[config.mk]
export PLATFORM = sky130hd
export DESIGN_NAME = uds_bootloader_service_handler
export DESIGN_NICKNAME = d
export VERILOG_FILES = /design/src/rtl/core/uds_bl_pkg.sv /design/src/rtl/core/uds_bootloader_service_handler.sv
export SDC_FILE = /design/constraint.sdc
export NUM_CORES = 1
export LEC_CHECK = 0
export ABC_AREA = 1
export BUFFER_PORTS_ARGS = -buffer_cell sky130_fd_sc_hd__clkbuf_2
export CAP_MARGIN = 40
export CORE_ASPECT_RATIO = 1.1
export CORE_MARGIN = 2
export CORE_UTILIZATION = 50
export CTS_CLUSTER_DIAMETER = 40
export DETAILED_ROUTE_END_ITERATION = 10
export PLACE_DENSITY = 0.66
export SYNTH_ARGS = -nofsm -noshare
export SYNTH_HDL_FRONTEND = slang
export SYNTH_SLANG_ARGS = --single-unit
[constraint.sdc]
create_clock -name clk_i -period 6.34 [get_ports clk_i]
set_clock_uncertainty 0.1 [all_clocks]
set_input_delay 0.317 -clock clk_i [delete_from_list [all_inputs] [get_ports clk_i]]
set_output_delay 0.317 -clock clk_i [all_outputs]
set_load 0.02 [all_outputs]
[src/rtl/core/uds_bl_pkg.sv]
package uds_bl_pkg;

  // one request byte as it arrives from the link
  typedef struct packed {
    logic [7:0] req_byte;
    logic       req_last;
  } req_t;

  // one response byte with the phase after the request
  typedef struct packed {
    logic [7:0] resp_byte;
    logic       resp_last;
    logic [2:0] boot_phase;
  } resp_t;

  // request bytes kept per request, longest response
  localparam int unsigned HeadDepth = 9;
  localparam int unsigned RespDepth = 7;

  // configuration register indexes
  localparam logic [1:0] REG_SEED     = 2'd0;
  localparam logic [1:0] REG_XOR_MASK = 2'd1;
  localparam logic [1:0] REG_ADD_OFS  = 2'd2;
  localparam logic [1:0] REG_MAX_ATT  = 2'd3;

  // configuration reset values
  localparam logic [31:0] SeedReset    = 32'hABCD_1234;
  localparam logic [31:0] XorMaskReset = 32'hA5A5_A5A5;
  localparam logic [31:0] AddOfsReset  = 32'h0000_1234;
  localparam logic [7:0]  MaxAttReset  = 8'd3;

  // running version low half after reset
  localparam logic [15:0] RunVerReset  = 16'h0000;

  // service ids
  localparam logic [7:0] SID_DIAG_SESSION  = 8'h10;
  localparam logic [7:0] SID_ECU_RESET     = 8'h11;
  localparam logic [7:0] SID_SECURITY      = 8'h27;
  localparam logic [7:0] SID_RUN_ROUTINE   = 8'h31;
  localparam logic [7:0] SID_DOWNLOAD      = 8'h34;
  localparam logic [7:0] SID_DATA_TRANSFER = 8'h36;
  localparam logic [7:0] SID_EXIT          = 8'h37;
  localparam logic [7:0] SID_NEGATIVE      = 8'h7F;

  // positive reply offset
  localparam logic [7:0] SidPosOfs    = 8'h40;

  // security subfunctions
  localparam logic [7:0] SUB_SEED = 8'h01;
  localparam logic [7:0] SUB_KEY  = 8'h02;

  // negative response codes
  localparam logic [7:0] NRC_NOT_SUPPORTED = 8'h11;
  localparam logic [7:0] NRC_COND_WRONG    = 8'h33;
  localparam logic [7:0] NRC_INVALID_KEY   = 8'h35;
  localparam logic [7:0] NRC_LOCKED_OUT    = 8'h36;
  localparam logic [7:0] NRC_OUT_OF_RANGE  = 8'h72;

  // boot phases
  localparam logic [2:0] PH_IDLE      = 3'd0;
  localparam logic [2:0] PH_DL_REQ    = 3'd1;
  localparam logic [2:0] PH_DOWNLOAD  = 3'd2;
  localparam logic [2:0] PH_VERIFY    = 3'd3;
  localparam logic [2:0] PH_APPLY     = 3'd4;
  localparam logic [2:0] PH_COMPLETE  = 3'd5;
  localparam logic [2:0] PH_ROLLBACK  = 3'd6;

endpackage

[src/rtl/core/uds_bootloader_service_handler.sv]
// Diagnostic bootloader service handler. Request bytes enter one per cycle on
// the input channel (service id first, req_last on the final byte); a byte that
// is not final is taken every cycle, even while a response still drains. On the
// final byte the request is decoded in the same cycle and the whole response
// (length byte first, at most seven bytes) is loaded into a shift buffer that
// feeds the output, one byte per cycle while out_stall_i is low. A final byte is
// held off only while the previous response still has bytes that will not leave
// in that cycle. Unless the lockout limit is reached, security subfunctions other
// than seed and key give no response. boot_phase on every response byte is the
// phase after that request. The APB port holds the seed, key xor mask, key add
// offset and lockout limit; the user must write it only while no request is in
// progress, and the block itself does not enforce this.
module uds_bootloader_service_handler (
  input  logic                 clk_i,
  input  logic                 rst_ni,
  // request channel
  input  logic                 in_valid_i,
  output logic                 in_stall_o,
  input  uds_bl_pkg::req_t     in_data_i,
  // response channel
  output logic                 out_valid_o,
  input  logic                 out_stall_i,
  output uds_bl_pkg::resp_t    out_data_o,
  // configuration port
  input  logic                 psel,
  input  logic                 penable,
  input  logic                 pwrite,
  input  logic [3:0]           paddr,
  input  logic [31:0]          pwdata,
  output logic [31:0]          prdata,
  output logic                 pready
);

  // configuration registers
  logic [31:0] seed_q, xor_mask_q, add_ofs_q;
  logic [7:0]  max_att_q;

  // request state
  logic [7:0]  head_q [uds_bl_pkg::HeadDepth];
  logic [7:0]  head_d [uds_bl_pkg::HeadDepth];
  logic [7:0]  pos_q, pos_d;
  logic [2:0]  phase_q, phase_d;
  logic        unlocked_q, unlocked_d;
  logic [7:0]  failed_q, failed_d;
  logic [31:0] issued_q, issued_d;
  logic [31:0] exp_size_q, exp_size_d;
  logic [31:0] recv_q, recv_d;
  logic [15:0] new_ver_q, new_ver_d;
  logic [15:0] run_ver_q, run_ver_d;

  // response buffer
  logic [7:0]  buf_q [uds_bl_pkg::RespDepth];
  logic [7:0]  resp_d [uds_bl_pkg::RespDepth];
  logic [2:0]  rem_q, len_d;

  logic        in_acc, out_acc, req_end, cfg_wr;

  assign out_acc = out_valid_o & ~out_stall_i;
  // a final byte waits until the buffer is empty or empties in this cycle
  assign in_stall_o = in_data_i.req_last &
                      ((rem_q > 3'd1) | ((rem_q == 3'd1) & out_stall_i));
  assign in_acc  = in_valid_i & ~in_stall_o;
  assign req_end = in_acc & in_data_i.req_last;

  // configuration port
  assign pready = 1'b1;
  assign cfg_wr = psel & penable & pwrite & pready;

  always_ff @(posedge clk_i or negedge rst_ni) begin
    if (!rst_ni) begin
      seed_q     <= uds_bl_pkg::SeedReset;
      xor_mask_q <= uds_bl_pkg::XorMaskReset;
      add_ofs_q  <= uds_bl_pkg::AddOfsReset;
      max_att_q  <= uds_bl_pkg::MaxAttReset;
    end else if (cfg_wr) begin
      unique case (paddr[3:2])
        uds_bl_pkg::REG_SEED:     seed_q     <= pwdata;
        uds_bl_pkg::REG_XOR_MASK: xor_mask_q <= pwdata;
        uds_bl_pkg::REG_ADD_OFS:  add_ofs_q  <= pwdata;
        uds_bl_pkg::REG_MAX_ATT:  max_att_q  <= pwdata[7:0];
        default: ;
      endcase
    end
  end

  always_comb begin
    unique case (paddr[3:2])
      uds_bl_pkg::REG_SEED:     prdata = seed_q;
      uds_bl_pkg::REG_XOR_MASK: prdata = xor_mask_q;
      uds_bl_pkg::REG_ADD_OFS:  prdata = add_ofs_q;
      uds_bl_pkg::REG_MAX_ATT:  prdata = {24'd0, max_att_q};
      default:                  prdata = 32'd0;
    endcase
  end

  // head with the incoming byte merged in, saturating byte count
  always_comb begin
    for (int i = 0; i < uds_bl_pkg::HeadDepth; i++) begin
      head_d[i] = (pos_q == 8'(i)) ? in_data_i.req_byte : head_q[i];
    end
    pos_d = (pos_q == 8'hFF) ? pos_q : pos_q + 8'd1;
  end

  // request decode and response build
  always_comb begin
    logic [31:0] key_want, key_got, pay_len;
    logic [32:0] recv_sum;
    logic [7:0]  sid, sub;

    sid      = head_d[0];
    sub      = head_d[1];
    key_want = (issued_q ^ xor_mask_q) + add_ofs_q;
    key_got  = {head_d[2], head_d[3], head_d[4], head_d[5]};
    pay_len  = (pos_d >= 8'd2) ? {24'd0, pos_d - 8'd2} : 32'd0;
    recv_sum = {1'b0, recv_q} + {1'b0, pay_len};

    phase_d    = phase_q;
    unlocked_d = unlocked_q;
    failed_d   = failed_q;
    issued_d   = issued_q;
    exp_size_d = exp_size_q;
    recv_d     = recv_q;
    new_ver_d  = new_ver_q;
    run_ver_d  = run_ver_q;
    len_d      = 3'd0;
    for (int i = 0; i < uds_bl_pkg::RespDepth; i++) begin
      resp_d[i] = 8'd0;
    end

    unique case (sid)
      uds_bl_pkg::SID_DIAG_SESSION: begin
        len_d     = 3'd3;
        resp_d[0] = 8'h02;
        resp_d[1] = uds_bl_pkg::SID_DIAG_SESSION + uds_bl_pkg::SidPosOfs;
        resp_d[2] = sub;
      end
      uds_bl_pkg::SID_SECURITY: begin
        if (failed_q >= max_att_q) begin
          len_d     = 3'd4;
          resp_d[0] = 8'h03;
          resp_d[1] = uds_bl_pkg::SID_NEGATIVE;
          resp_d[2] = uds_bl_pkg::SID_SECURITY;
          resp_d[3] = uds_bl_pkg::NRC_LOCKED_OUT;
        end else if (sub == uds_bl_pkg::SUB_SEED) begin
          issued_d  = seed_q;
          len_d     = 3'd7;
          resp_d[0] = 8'h06;
          resp_d[1] = uds_bl_pkg::SID_SECURITY + uds_bl_pkg::SidPosOfs;
          resp_d[2] = uds_bl_pkg::SUB_SEED;
          resp_d[3] = seed_q[31:24];
          resp_d[4] = seed_q[23:16];
          resp_d[5] = seed_q[15:8];
          resp_d[6] = seed_q[7:0];
        end else if (sub == uds_bl_pkg::SUB_KEY) begin
          if (key_got == key_want) begin
            unlocked_d = 1'b1;
            len_d      = 3'd3;
            resp_d[0]  = 8'h02;
            resp_d[1]  = uds_bl_pkg::SID_SECURITY + uds_bl_pkg::SidPosOfs;
            resp_d[2]  = uds_bl_pkg::SUB_KEY;
          end else begin
            failed_d  = (failed_q == 8'hFF) ? failed_q : failed_q + 8'd1;
            len_d     = 3'd4;
            resp_d[0] = 8'h03;
            resp_d[1] = uds_bl_pkg::SID_NEGATIVE;
            resp_d[2] = uds_bl_pkg::SID_SECURITY;
            resp_d[3] = uds_bl_pkg::NRC_INVALID_KEY;
          end
        end
      end
      uds_bl_pkg::SID_DOWNLOAD: begin
        len_d     = 3'd4;
        resp_d[0] = 8'h03;
        if (!unlocked_q) begin
          resp_d[1] = uds_bl_pkg::SID_NEGATIVE;
          resp_d[2] = uds_bl_pkg::SID_DOWNLOAD;
          resp_d[3] = uds_bl_pkg::NRC_COND_WRONG;
        end else begin
          exp_size_d = {head_d[3], head_d[4], head_d[5], head_d[6]};
          new_ver_d  = {head_d[7], head_d[8]};
          recv_d     = 32'd0;
          phase_d    = uds_bl_pkg::PH_DL_REQ;
          resp_d[1]  = uds_bl_pkg::SID_DOWNLOAD + uds_bl_pkg::SidPosOfs;
          resp_d[2]  = 8'h20;
          resp_d[3]  = 8'h80;
        end
      end
      uds_bl_pkg::SID_DATA_TRANSFER: begin
        recv_d    = recv_sum[32] ? 32'hFFFF_FFFF : recv_sum[31:0];
        phase_d   = uds_bl_pkg::PH_DOWNLOAD;
        len_d     = 3'd3;
        resp_d[0] = 8'h02;
        resp_d[1] = uds_bl_pkg::SID_DATA_TRANSFER + uds_bl_pkg::SidPosOfs;
        resp_d[2] = sub;
      end
      uds_bl_pkg::SID_EXIT: begin
        phase_d   = uds_bl_pkg::PH_VERIFY;
        len_d     = 3'd2;
        resp_d[0] = 8'h01;
        resp_d[1] = uds_bl_pkg::SID_EXIT + uds_bl_pkg::SidPosOfs;
      end
      uds_bl_pkg::SID_RUN_ROUTINE: begin
        if ((new_ver_q <= run_ver_q) || (recv_q != exp_size_q)) begin
          // rollback attempt or size mismatch
          if (new_ver_q <= run_ver_q) begin
            phase_d = uds_bl_pkg::PH_ROLLBACK;
          end
          len_d     = 3'd4;
          resp_d[0] = 8'h03;
          resp_d[1] = uds_bl_pkg::SID_NEGATIVE;
          resp_d[2] = uds_bl_pkg::SID_RUN_ROUTINE;
          resp_d[3] = uds_bl_pkg::NRC_OUT_OF_RANGE;
        end else begin
          run_ver_d = new_ver_q;
          phase_d   = uds_bl_pkg::PH_COMPLETE;
          len_d     = 3'd5;
          resp_d[0] = 8'h04;
          resp_d[1] = uds_bl_pkg::SID_RUN_ROUTINE + uds_bl_pkg::SidPosOfs;
          resp_d[2] = 8'h01;
          resp_d[3] = 8'hFF;
          resp_d[4] = 8'h00;
        end
      end
      uds_bl_pkg::SID_ECU_RESET: begin
        len_d     = 3'd3;
        resp_d[0] = 8'h02;
        resp_d[1] = uds_bl_pkg::SID_ECU_RESET + uds_bl_pkg::SidPosOfs;
        resp_d[2] = 8'h01;
      end
      default: begin
        len_d     = 3'd4;
        resp_d[0] = 8'h03;
        resp_d[1] = uds_bl_pkg::SID_NEGATIVE;
        resp_d[2] = sid;
        resp_d[3] = uds_bl_pkg::NRC_NOT_SUPPORTED;
      end
    endcase
  end

  // head and byte count, cleared after every request
  always_ff @(posedge clk_i or negedge rst_ni) begin
    if (!rst_ni) begin
      pos_q <= 8'd0;
      for (int i = 0; i < uds_bl_pkg::HeadDepth; i++) begin
        head_q[i] <= 8'd0;
      end
    end else if (in_acc) begin
      if (in_data_i.req_last) begin
        pos_q <= 8'd0;
        for (int i = 0; i < uds_bl_pkg::HeadDepth; i++) begin
          head_q[i] <= 8'd0;
        end
      end else begin
        pos_q  <= pos_d;
        head_q <= head_d;
      end
    end
  end

  // session and update state, changed only at the end of a request
  always_ff @(posedge clk_i or negedge rst_ni) begin
    if (!rst_ni) begin
      phase_q    <= uds_bl_pkg::PH_IDLE;
      unlocked_q <= 1'b0;
      failed_q   <= 8'd0;
      issued_q   <= 32'd0;
      exp_size_q <= 32'd0;
      recv_q     <= 32'd0;
      new_ver_q  <= 16'd0;
      run_ver_q  <= uds_bl_pkg::RunVerReset;
    end else if (req_end) begin
      phase_q    <= phase_d;
      unlocked_q <= unlocked_d;
      failed_q   <= failed_d;
      issued_q   <= issued_d;
      exp_size_q <= exp_size_d;
      recv_q     <= recv_d;
      new_ver_q  <= new_ver_d;
      run_ver_q  <= run_ver_d;
    end
  end

  // response shift buffer, byte zero faces the output
  always_ff @(posedge clk_i or negedge rst_ni) begin
    if (!rst_ni) begin
      rem_q <= 3'd0;
    end else if (req_end) begin
      rem_q <= len_d;
    end else if (out_acc) begin
      rem_q <= rem_q - 3'd1;
    end
  end

  always_ff @(posedge clk_i) begin
    if (req_end) begin
      buf_q <= resp_d;
    end else if (out_acc) begin
      for (int i = 0; i < uds_bl_pkg::RespDepth - 1; i++) begin
        buf_q[i] <= buf_q[i + 1];
      end
      buf_q[uds_bl_pkg::RespDepth - 1] <= 8'd0;
    end
  end

  assign out_valid_o           = (rem_q != 3'd0);
  assign out_data_o.resp_byte  = buf_q[0];
  assign out_data_o.resp_last  = (rem_q == 3'd1);
  assign out_data_o.boot_phase = phase_q;

  // checks
  a_pos_cleared: assert property (@(posedge clk_i) disable iff (!rst_ni)
    req_end |=> (pos_q == 8'd0))
    else $error("byte count not cleared after request end");

  a_unlock_sticky: assert property (@(posedge clk_i) disable iff (!rst_ni)
    !$fell(unlocked_q))
    else $error("security unlock dropped");

  a_drain_done: assert property (@(posedge clk_i) disable iff (!rst_ni)
    (out_acc && (rem_q == 3'd1) && !req_end) |=> !out_valid_o)
    else $error("response continues past its last byte");

  a_no_overrun: assert property (@(posedge clk_i) disable iff (!rst_ni)
    req_end |-> ((rem_q == 3'd0) || ((rem_q == 3'd1) && out_acc)))
    else $error("response buffer overwritten");

endmodule

# Yosys cells after proc, flatten, opt, wreduce, memory -nomap -nowiden
# Index checks and enable logic that the tools add are counted.
# classes
n_bitwise	16
eq_ne	27
mux	45
reduce_logical	21
addsub	6
order_cmp	4
# op_table
op	n
32-bit two-way mux	5
32-bit case mux with 4 select lines	1
56-bit two-way mux	2
16-bit case mux with 7 select lines	1
8-bit two-way mux	13
72-bit two-way mux	1
32-bit case mux with 2 select lines	1
24-bit two-way mux	2
8-bit case mux with 6 select lines	1
8-bit by 6-bit == test with 1-bit output (second input constant)	5
32-bit by 8-bit adder with 33-bit output	1
32-bit adder	1
32-bit == test	1
8-bit by 3-bit == test with 1-bit output (second input constant)	4
32-bit inequality test	1
8-bit case mux with 4 select lines	1
32-bit XOR	1
27-bit two-way mux	1
3-bit two-way mux	9
8-bit by 2-bit == test with 1-bit output (second input constant)	3
3-bit case mux with 4 select lines	2
20-bit two-way mux	1
17-bit two-way mux	1
8-bit by 1-bit adder with 8-bit output (second input constant)	2
other kinds (35)	58
# word_totals
inputBits	52
out_inout_bits	47
register_bits	383

# Depth between registers and ports, before layout
# logic_depth
ltp_word	9
mapped_depth	34
ltp_nobuf	34

# Worst setup path before layout
# OpenSTA, ideal clock, no wires.
# synth_path
path_type	register -> register
startpoint	reg pos_q[0]
endpoint	reg recv_q[20]
path_buffers	1
path_slack_ns	1.732
path_stages_with_launch	33
arrival_time_ns	4.425
setup_time_ns	0.083
cell_sequence	dfrtp_1 ha_1 nand2_1 nor3_1 inv_1 nor3_1 inv_1 o21ai_0 nor2_1 nand3_1 inv_1 nand2_1 nand2_1 inv_1 ha_1 inv_1 fa_1 inv_1 nand3_1 nor2_1 nor2_1 o21ai_2 nand2_1 nor2_1 nand2_1 nor2_2 nand2_1 nor3b_2 nand2_2 nor3_4 buf_4 o21ai_0 o21ai_0
# synth_via
elab_chain_len	7
# synth_rtl
element	line	rtl
start: declaration	uds_bootloader_service_handler.sv:41	logic [7:0] pos_q, pos_d;
start signal: assignment	uds_bootloader_service_handler.sv:254	pos_q <= pos_d;
8-bit by 1-bit adder with 8-bit output or 8-bit == test (tied branches)	uds_bootloader_service_handler.sv:101	pos_d = (pos_q == 8'hFF) ? pos_q : pos_q + 8'd1;
8-bit two-way mux	uds_bootloader_service_handler.sv:101	
8-bit by 2-bit subtractor with 8-bit output or 8-bit by 2-bit >= comparator with 1-bit output (tied branches)	uds_bootloader_service_handler.sv:114	pay_len = (pos_d >= 8'd2) ? {24'd0, pos_d - 8'd2} : 32'd0;
8-bit two-way mux	uds_bootloader_service_handler.sv:114	
32-bit by 8-bit adder with 33-bit output	uds_bootloader_service_handler.sv:115	recv_sum = {1'b0, recv_q} + {1'b0, pay_len};
32-bit two-way mux	uds_bootloader_service_handler.sv:189	recv_d = recv_sum[32] ? 32'hFFFF_FFFF : recv_sum[31:0];
32-bit case mux with 2 select lines	uds_bootloader_service_handler.sv:130	unique case (sid)
end signal: assignment	uds_bootloader_service_handler.sv:277	recv_q <= recv_d;
end: declaration	uds_bootloader_service_handler.sv:47	logic [31:0] recv_q, recv_d;
# Several ways; a longest one is shown, not always the timed one.
# A chain may end at the register's enable or synchronous reset.

# Worst setup path after layout
# layout_path
startpoint	reg pos_q[0]
endpoint	reg recv_q[12]
# Same word-level chain as after synthesis.

==> metrics.txt <==
Hold WS 34.7 ps; layout cells sized above 1 11.0%; Pwr Density 401 mW/mm^2; Final GP Congestion 0.967; Cell Area, Placed 0.0243 mm^2; initial antenna violation count 2; largest net degree at the start of global routing 107; worst reg2reg path endpoint recv_q[12]; final number of max-transition violations 0; r2r setup slk 770 ps; crit end category register; critical path's slowest cell nor3_1; mux contribution to synthesized area 0.340%; Routed WL per cell 18.0 um; total track usage 29.5%; worst slew pin tran 899 ps; core region area 0.0457 mm^2; number of flops mapped to enable cells by yosys 56; CTS clk-pin slew, worst paths 60 ps; DP HPWL 52100 um; Mapped Area 0.0232 mm^2; max_slew headroom 39.4%; Mean Syn Cell Area 7.40 um^2; register bit count reported by yosys 383; Clock Latency Late Sink 630 ps; Max Cap Viol 0; die area 0.0481 mm^2; CTS HTree Levels 2; status complete, no violations; num rows 82; # nets final 3371; Design Power 10.7 mW; part of the Yosys area used for sequential elements 42.7%; combinational family with the most area after synthesis simple AND/OR/NAND/NOR gates; synth unique cells 66; Hold Path Sink head_q[69]; Root Driver clkbuf_16; Crit. Startpoint pos_q[0]; Vias 21100; # placed instances 3739; Syn Inst Count 3134; Highest Clock Rate 180 MHz; Hold Crit Depth 4; area added between synthesis and finish 14.8%; dominant synthesized flop cell dfrtp_1; Layout Cells excl Fill 3883; die width 209 um; Critical Path Source Type register; Overflow after GRT 0; clock buffer count from CTS 58; Ys Warns 0; worst setup path category reg -> reg; vias in the first global route 20500; CP arrival 5990 ps; most frequent cells in the layout nand2_1, inv_1, o21ai_0, dfrtp_1, nand3_1; Worst Hold Launch in_data_i[6]; CTS sink count 383; xor/xnor cell area share of the yosys netlist 3.55%; post-synthesis async set-or-reset flop share 85.4%; # DRC 0; drt via density 5.44; Leakage 13.5 nW; post-synthesis compound-gate area fraction 12.9%; worst r2r path cells 32; ANT nets after route 0; Die Ht 230 um; simple-gate portion of the synthesized area 27.6%; Critical Path Fanout Max 14; antenna diode count 0; CTS max path bufs 3; R2R Path Start pos_q[0]; Critical Path RT 6760 ps; fin crit period 5570 ps; maximum vdd drop 0.000215 V; final hold viol count 0; final instance area 0.0266 mm^2; syn_nets 3260; commonest non-fill, non-tap cell in the layout nand2_1; drt first-iter violations 1824; Post-Synth Adder-Cell Area 4.06%; port buffer count 95; I/O pin cnt 99; drt total wl 69800 um; Hold Path Class in -> reg; fin crit share 87.9%; first-pass GRT wire length 112000 um; CP max stage delay 430 ps; Initial Util 50.8%; CTS tree built; 1st-pass router iterations 8; Setup violations, final 0
[cells in the mapped netlist, types with 4 or more instances]
| cell type | number | area share [%] |
|---|---|---|
| nand2_1 | 1027 | 17 |
| nor2_2 | 12 | 0.32 |
| a21oi_1 | 77 | 1.7 |
| dfrtp_1 | 289 | 31 |
| nor2_4 | 11 | 0.53 |
| mux2_1 | 7 | 0.34 |
| a21o_1 | 7 | 0.23 |
| o21ai_1 | 79 | 1.7 |
| or2_2 | 16 | 0.43 |
| nor3_1 | 28 | 0.60 |
| clkbuf_1 | 72 | 1.2 |
| nand3_2 | 4 | 0.17 |
| inv_1 | 403 | 6.5 |
| nand4_1 | 35 | 0.94 |
| edfxtp_1 | 56 | 7.2 |
| nand2_2 | 11 | 0.30 |
| dfstp_2 | 38 | 4.3 |
| o21ai_2 | 5 | 0.19 |
| xnor2_1 | 25 | 0.94 |
| o21ai_0 | 302 | 6.5 |
| buf_4 | 16 | 0.52 |
| nor4_1 | 9 | 0.24 |
| o21a_1 | 8 | 0.26 |
| nor2_1 | 155 | 2.5 |
| o211ai_1 | 6 | 0.19 |
| buf_2 | 12 | 0.26 |
| nand3_1 | 162 | 3.5 |
| and3_1 | 4 | 0.11 |
| o21bai_1 | 4 | 0.13 |
| o2111ai_1 | 7 | 0.26 |
| xor2_1 | 69 | 2.6 |
| ha_1 | 72 | 3.9 |
| inv_2 | 15 | 0.24 |
| nand3b_1 | 8 | 0.26 |
| a31oi_1 | 5 | 0.13 |
| o22ai_1 | 34 | 0.92 |
[how the worst max path moves through the flow]
stage	to	slack, ps	cells after the start
after detailed placement	recv_q[12]	690	31
after CTS	recv_q[12]	650	31
after global routing	recv_q[9]	-2	34
after floorplan	recv_q[20]	1730	32
after global placement	recv_q[28]	820	31
final	recv_q[12]	770	32
[area by class of cell]
type / instances / area [um^2]
fillers: 4211 / 19000
clock buffers: 70 / 1590
flip-flops and latches: 383 / 9910
inverters: 418 / 1570
repair buffers: 156 / 1190
well taps: 588 / 736
clock inverters: 40 / 369
multi-input cells: 2228 / 11300
[registers in the layout (all words and copies together) (netlist names)]
| register | flops |
|---|---|
| failed_q | 8 |
| issued_q | 32 |
| rem_q | 3 |
| pos_q | 8 |
| exp_size_q | 32 |
| add_ofs_q | 32 |
| buf_q | 48 |
| unlocked_q | 1 |
| run_ver_q | 16 |
| out_data_o | 8 |
| new_ver_q | 16 |
| recv_q | 32 |
| head_q | 72 |
| max_att_q | 8 |
| seed_q | 32 |
| phase_q | 3 |
| xor_mask_q | 32 |
[cell families (layout without fill, tap and decap cells)]
family,after synthesis,in the layout
adders and majority gates,74,74
other,1,1
buffers and inverters,523,684
DFF,383,383
and+or+nand+nor,1500,1500
muxes,7,7
AOI/OAI and AO/OA,552,552
xor gates and xnor gates,94,94
[stage by stage]
| step | setup WS, ps | TNS, ps | util, % |
|---|---|---|---|
| 2_1_floorplan | 1730 | 0 | - |
| 3_3_place_gp | 816 | 0 | 52.8 |
| 3_5_place_dp | 688 | 0 | 53.3 |
| 4_1_cts | 649 | 0 | 58.3 |
| 5_1_grt | -2.29 | -2.29 | 58.4 |
| 6_report | 770 | 0 | 58.4 |
[routing by layer]
layer  global-route usage (%)  up-vias  wire [um]
met5                        0        -         13
met4                     11.4        2       2730
met3                     3.80      144       3880
met2                     50.0      701      33700
met1                     38.7     9927      29500
li1                         -    10300          -
[worst max-delay path, delay by kind of cell, from the launching register on]
kind                     cells  cell delay (ps)
AND/OR/NAND/NOR             18             2770
adder cells (fa/ha/maj)      3              830
buffers and inverters        7              750
AO/OA/AOI/OAI                4              640
flip-flops                   1              410
[power breakdown]
part           switching (mW)  total, mW  internal [mW]  leakage (nW)
Clock                    1.29       3.17           1.88         0.959
Combinational            2.86       4.20           1.34          7.81
Sequential              0.288       3.30           3.01          4.70
Total                    4.44       10.7           6.23          13.5
[what timing repair did]
item                                   4_1_cts  5_1_grt
endpoints found under the hold margin      184        0
hold buffers                                33        0
setup endpoints to repair                    0       14
resized for setup                            0        0
setup buffers                                0        1
Power figures use the tool's default switching activity.
